<file path="config.mk">
export PLATFORM = sky130hd
export DESIGN_NAME = llt_front
export DESIGN_NICKNAME = d
export VERILOG_FILES = /design/src/hdl/llt_pkg.sv /design/src/hdl/llt_front.sv
export SDC_FILE = /design/constraint.sdc
export NUM_CORES = 1
export LEC_CHECK = 0
export ABC_CLOCK_PERIOD_IN_PS = 5600
export BUFFER_PORTS_ARGS = -buffer_cell sky130_fd_sc_hd__buf_2
export CORE_ASPECT_RATIO = 0.9
export CORE_MARGIN = 2
export CORE_UTILIZATION = 50
export DETAILED_ROUTE_END_ITERATION = 8
export GPL_ROUTABILITY_DRIVEN = 0
export HOLD_SLACK_MARGIN = 0.08
export PLACE_DENSITY_LB_ADDON = 0.12
export RECOVER_POWER = 50
export SLEW_MARGIN = 20
export SYNTH_ARGS = -nofsm -noshare
export SYNTH_HDL_FRONTEND = slang
export SYNTH_SLANG_ARGS = --single-unit
</file>
<file path="constraint.sdc">
create_clock -name clk_i -period 5.6 [get_ports clk_i]
set_input_delay 0.56 -clock clk_i [delete_from_list [all_inputs] [get_ports clk_i]]
set_output_delay 0.56 -clock clk_i [all_outputs]
set_load 0.03 [all_outputs]
</file>
<file path="src/hdl/llt_pkg.sv">
`timescale 1ns / 1ps
`default_nettype none
// ----------------------------------------------------------------------------
// llt_pkg
// Shared types and constants of the lease lock table: slot geometry, opcodes,
// status codes, register map and the request and result records.
// ----------------------------------------------------------------------------
package llt_pkg;

  localparam int MAX_SLOTS   = 128;
  localparam int SLOT_W      = $clog2(MAX_SLOTS);
  localparam int ID_W        = 8;
  localparam int STAMP_W     = 32;
  localparam int LEASE_W     = 16;
  localparam int ACTIVE_W    = 8;
  localparam int COUNT_W     = 8;
  localparam int QUEUE_DEPTH = 2;
  localparam int QPTR_W      = $clog2(QUEUE_DEPTH);
  localparam int QCNT_W      = $clog2(QUEUE_DEPTH + 1);

  // Register map: register i at byte address 4*i.
  localparam int APB_ADDR_W = 3;
  localparam logic REG_LEASE_TICKS  = 1'b0;
  localparam logic REG_ACTIVE_SLOTS = 1'b1;

  localparam logic [LEASE_W-1:0]  LEASE_TICKS_RST  = 16'd20;
  localparam logic [ACTIVE_W-1:0] ACTIVE_SLOTS_RST = 8'd100;

  typedef enum logic [1:0] {
    OP_RESERVE   = 2'd0,
    OP_UNRESERVE = 2'd1,
    OP_HEARTBEAT = 2'd2,
    OP_TICK      = 2'd3
  } op_e;

  typedef enum logic [2:0] {
    ST_GRANTED   = 3'd0,
    ST_RENEWED   = 3'd1,
    ST_FREE      = 3'd2,
    ST_RELEASED  = 3'd3,
    ST_DENIED    = 3'd4,
    ST_INVALID   = 3'd5,
    ST_IGNORED   = 3'd6,
    ST_TICK_DONE = 3'd7
  } status_e;

  typedef struct packed {
    op_e        op;
    logic [7:0] slot;
    logic [7:0] who;
    logic       idx_ok;
  } req_t;

  typedef struct packed {
    logic               success;
    status_e            status;
    logic [7:0]         holder_id;
    logic               holder_valid;
    logic               set_changed;
    logic [COUNT_W-1:0] expired_count;
  } result_t;

endpackage
`default_nettype wire

</file>
<file path="src/hdl/llt_front.sv">
`timescale 1ns / 1ps
`default_nettype none
// ----------------------------------------------------------------------------
// llt_front
// Accepts request transfers, checks the slot index against the active slot
// count and queues the classified requests for the execution side.
// ----------------------------------------------------------------------------
module llt_front (
  input  wire logic                          clk_i,
  input  wire logic                          rst_ni,
  input  wire logic [llt_pkg::ACTIVE_W-1:0]  active_slots_i,
  input  wire logic                          s_valid_i,
  output logic                               s_ready_o,
  input  wire logic [15:0]                   s_data_i,   // slot_index, requester_id
  input  wire logic [1:0]                    s_user_i,   // operation
  output logic                               req_valid_o,
  output llt_pkg::req_t                      req_o,
  input  wire logic                          req_pop_i
);

  import llt_pkg::*;

  req_t              entry_q [QUEUE_DEPTH];
  logic [QPTR_W-1:0] wr_ptr_q, wr_ptr_d;
  logic [QPTR_W-1:0] rd_ptr_q, rd_ptr_d;
  logic [QCNT_W-1:0] count_q, count_d;
  req_t              new_req;
  logic              push;

  always_comb begin
    new_req.op     = op_e'(s_user_i);
    new_req.slot   = s_data_i[7:0];
    new_req.who    = s_data_i[15:8];
    new_req.idx_ok = (s_data_i[7:0] < active_slots_i) &&
                     (32'(s_data_i[7:0]) < 32'(MAX_SLOTS));
  end

  assign s_ready_o   = (count_q != QCNT_W'(QUEUE_DEPTH));
  assign push        = s_valid_i && s_ready_o;
  assign req_valid_o = (count_q != '0);
  assign req_o       = entry_q[rd_ptr_q];

  always_comb begin
    wr_ptr_d = wr_ptr_q;
    rd_ptr_d = rd_ptr_q;
    count_d  = count_q;
    if (push) begin
      wr_ptr_d = (32'(wr_ptr_q) == QUEUE_DEPTH - 1) ? '0 : wr_ptr_q + QPTR_W'(1);
    end
    if (req_pop_i) begin
      rd_ptr_d = (32'(rd_ptr_q) == QUEUE_DEPTH - 1) ? '0 : rd_ptr_q + QPTR_W'(1);
    end
    case ({push, req_pop_i})
      2'b10:   count_d = count_q + QCNT_W'(1);
      2'b01:   count_d = count_q - QCNT_W'(1);
      default: count_d = count_q;
    endcase
  end

  always_ff @(posedge clk_i or negedge rst_ni) begin
    if (!rst_ni) begin
      wr_ptr_q <= '0;
      rd_ptr_q <= '0;
      count_q  <= '0;
    end else begin
      wr_ptr_q <= wr_ptr_d;
      rd_ptr_q <= rd_ptr_d;
      count_q  <= count_d;
    end
  end

  always_ff @(posedge clk_i) begin
    if (push) begin
      entry_q[wr_ptr_q] <= new_req;
    end
  end

endmodule
`default_nettype wire

</file>
# Word level (Yosys, flattened, before mapping)
# Memories as Yosys holds them, arrays and structs flattened.
# Index checks and enable logic that the tools add are counted.
[word_totals] elab_cells=22 regBits=4 inputBits=30 out_inout_bits=21 ramBits=38 mem_count=1
[op_classes] addsub=4 n_eq_ne=3 magnitude_cmp=2 n_mux=5 reduce_logical=4
[memory_table] memory="entry_q" depth=2 word_bits=19 read_ports=1 rd_ports_with_merged_regs=0 write_ports=1 line="llt_front.sv:23" rtl="req_t entry_q [QUEUE_DEPTH];"
[op_table] op="$lt A8 B8 Y1" n=1
[op_table] op="$lt A8 B8 Y1 const B" n=1
[op_table] op="$mux W1" n=4
[op_table] op="$pmux W2 S2" n=1
[op_table] op="$reduce_bool A2 Y1" n=2
[op_table] op="$add A1 B1 Y1 const B" n=2
[op_table] op="$add A2 B1 Y2 const B" n=1
[op_table] op="$eq A2 B1 Y1 const B" n=1
[op_table] op="$eq A2 B2 Y1 const B" n=1
[op_table] op="$logic_and A1 B1 Y1" n=2
[op_table] op="$ne A2 B2 Y1 const B" n=1
[op_table] op="$sub A2 B1 Y2 const B" n=1

# Longest topological paths before layout
[logic_depth] word_depth=4 ltp_mapped=6 ltp_nobuf=6

# Worst setup path before layout
# No wires, ideal clock.
[synth_timing] path_type="flip-flop to flip-flop" startpoint="reg count_q[0]" endpoint="mem entry_q[0][0] (netlist bit), enable pin" t_required_ns=5.205 stages_incl_launch_ff=4 period_less_slack_ns=2.111 setup_slack_ns=3.489 t_arrival_ns=1.716 setup_ns=0.395 path_buffers=0 path_cell_list="dfrtp_1 nand2b_1 nand2_1 nor2_1"
[synth_between] elab_chain_cells=4
[synth_rtl] item="from (decl)" line="llt_front.sv:26" rtl="logic [QCNT_W-1:0] count_q, count_d;"
[synth_rtl] item="from (signal assigned)" line="llt_front.sv:68" rtl="count_q <= count_d;"
[synth_rtl] item="$ne A2 B2 Y1" line="llt_front.sv:38" rtl="assign s_ready_o = (count_q != QCNT_W'(QUEUE_DEPTH));"
[synth_rtl] item="net s_ready_o" line="llt_front.sv:13" rtl="output logic s_ready_o,"
[synth_rtl] item="$logic_and A1 B1 Y1" line="llt_front.sv:39" rtl="assign push = s_valid_i && s_ready_o;"
[synth_rtl] item="$mux W1" line="llt_front.sv:73" rtl="if (push) begin"
[synth_rtl] item="$mux W1 (implied by the code)" line="llt_front.sv:74" rtl="entry_q[wr_ptr_q] <= new_req;"
[synth_rtl] item="to (decl)" line="llt_front.sv:23"
# The timed path passes the listed nets, and every way through them passes these cells.

==> summary.txt <==
CTS
  • CTS tree: yes
  • CTS Buffer Depth: 2
  • Htree depth: 2
  • Post-CTS Setup Repair Bufs: 0
  • Clock sink total: 42
  • Root buf cell: clkbuf_8
  • CTS clk-pin slew, worst paths: 0.07 ns
  • Clk Latency, worst-skew pair: 0.28 ns
  • Inserted Clock Buffers: 5

Logic synthesis
  • Syn Inst Count: 100
  • YS warnings: 0
  • Sequential area share after synthesis: 0.7142
  • Synthesized net count: 138
  • Distinct cells, synth: 20
  • #FFs+latches synth: 42
  • Synthesized area: 1738 sq um
  • Avg Inst Size Synth: 17.38 sq um

Place
  • Number of buffers added on ports: 50
  • DP HPWL: 1952 microns

Setup path
  • Setup crit end kind: output pin
  • CP top delay family: flip-flops
  • Worst r2r path cells: 3
  • CP Cell Sequence: mux2_2 -> buf_2
  • Critical path class: reg -> out
  • Crit path arrival time: 1.80 ns
  • Startpoint types: register
  • CP max stage delay: 0.91 ns
  • CP Data Required Time: 5.04 ns
  • Crit-path slowest cell: dfrtp_1
  • CP Depth: 2
  • Worst Path Buf+Inv: 1
  • Worst-path fanout max: 20

Timing
  • WHS: 0.4616 ns
  • Final setup viols: 0
  • Hold Vio Cnt, Final: 0
  • Fin crit period: 2.359 ns
  • Setup_tns: 0 ns
  • Fin crit share: 0.4213
  • Max Freq: 423.9 MHz
  • Final Max Tran Viols: 0
  • RSZ-0062 raised after global routing: false
  • Final Skew: 0.006298 ns
  • Slew at the pin with the worst max-slew slack: 1.000 ns
  • Slew headroom: 0.3323

Die
  • Core footprint: 3353 sq um
  • Io pins: 51
  • DIE WIDTH: 66.15 microns
  • Die Y: 59.93 microns
  • Initial Utilization: 0.5183
  • Num rows: 20
  • Die ar.: 3964 sq um

Route
  • Initial DRC Count: 64
  • Met2 routed WL: 1465 microns
  • Final WL: 2838 microns
  • Met1 WL: 1204 microns
  • 1st-pass router iterations: 4
  • WL/cell: 14.12 microns
  • Drt via density: 4.866
  • DRC Markers: 0
  • Top Layer Used: met4
  • Met3 WL: 129 microns
  • Post-DRT Antenna Nets: 0
  • Total number of vias: 978

Global routing
  • Grt total ovfl: 0
  • Total track usage: 0.1608
  • Largest net degree at the start of global routing: 21
  • Antenna violations before repair: 0
  • Vias in the first global route: 1,029
  • Global-route wire length before repair: 4416 microns

Finish
  • Commonest non-fill, non-tap cell in the layout: edfxtp_1
  • Share of cells above drive strength 1: 0.4013
  • Register Area: 1241 sq um
  • Layout area overhead: 22.68%
  • Fillers: 268
  • Most frequent cells in the layout: edfxtp_1 (38), buf_2 (35), mux2_2 (19)
  • # nets final: 194
  • Diode count: 0
  • Area of the multi-input gates: 451.7 sq um

Power
  • Pwr Density: 521.6 nW/um^2
  • Peak supply drop: 0.2395 mV
  • Leak: 0.8408 nW

Outcome
  • Outcome: finished clean

Hold path
  • Cells on Worst Hold Path: 1
  • Hold Path Class: in -> reg

Job
  • Max-capacitance violation count: 0
-- cells by family (layout without fill, tap and decap cells) --
group,count (synthesis),after routing,synth area share
mux,19,19,0.1231
simple gates,12,12,0.03313
flops,42,42,0.7142
xor+xnor,5,5,0.02520
compound gates,5,5,0.02591
fa+ha+maj,8,8,0.05760
buf+inv,9,66,0.02088
-- final cells by class --
cell class / instances / share of cell area
clock buffer: 7 / 0.04049
timing repair buffer: 51 / 0.1133
multi-input combinational: 49 / 0.2119
clock inverter: 1 / 0.01408
tap: 44 / 0.02582
sequential: 42 / 0.5822
inverter: 7 / 0.01232
-- cell usage after synthesis --
cell type | count | area [sq um]
mux2_2 | 19 | 214.0
dfrtp_1 | 4 | 100.1
edfxtp_1 | 38 | 1141
a2111oi_2 | 1 | 15.01
o21ai_0 | 1 | 5.000
nand2_1 | 2 | 7.510
a211oi_1 | 1 | 7.510
nand2b_1 | 1 | 6.260
xor2_1 | 2 | 17.52
nor2_1 | 5 | 18.77
o21ai_1 | 1 | 5.000
inv_1 | 7 | 26.28
nand4_1 | 1 | 6.260
buf_2 | 2 | 10.01
nor2b_1 | 1 | 6.260
ha_1 | 8 | 100.1
and3_1 | 1 | 6.260
or2_2 | 1 | 6.260
xnor2_1 | 3 | 26.28
a211oi_2 | 1 | 12.51
-- path summary, 6_finish.rpt --
check	from	end	slack, ns
worst max-delay path	rd_ptr_q	req_o[0]	3.24
worst min-delay path	s_user_i[0]	entry_q[1][17]	0.46
worst max register to register	count_q[0]	entry_q[0][13]	3.78
worst min register to register	wr_ptr_q	wr_ptr_q	0.52
max in group asynchronous	rst_ni	count_q[1]	4.75
min in group asynchronous	rst_ni	wr_ptr_q	0.64
-- state kept, by name, summed over array words and instances (netlist names) --
name and count:
count_q 2, rd_ptr_q 1, wr_ptr_q 1, entry_q 38
-- report_power, final --
part	switching [W]	internal (W)
sequential	0.0000518	0.000433
clock	0.0000958	0.000145
combinational	0.000243	0.000143
-- metal layers --
layer,track usage,vias up
met5,0,-
met4,0.07872,0
met3,0.04896,5
met2,0.2829,31
met1,0.1781,460
li1,-,482
-- repair_timing --
action / CTS / global route
hold buffers: 1 / 0
endpoints found under the hold margin: 4 / 0
resized for setup: 0 / 0
-- metrics by stage --
stage	instances	cell area, sq um	power (W)	setup WS, ns	utilization
4_1_cts	201	2162	0.001133	3.200	0.6448
3_5_place_dp	192	2036	0.0008885	3.528	0.6071
3_3_place_gp	192	2036	0.0008812	3.535	0.6071
2_1_floorplan	100	1738	0.0007777	3.489	-
6_report	201	2132	0.001112	3.241	0.6358
5_1_grt	201	2132	0.001173	3.131	0.6358
Power figures use the tool's default switching activity.
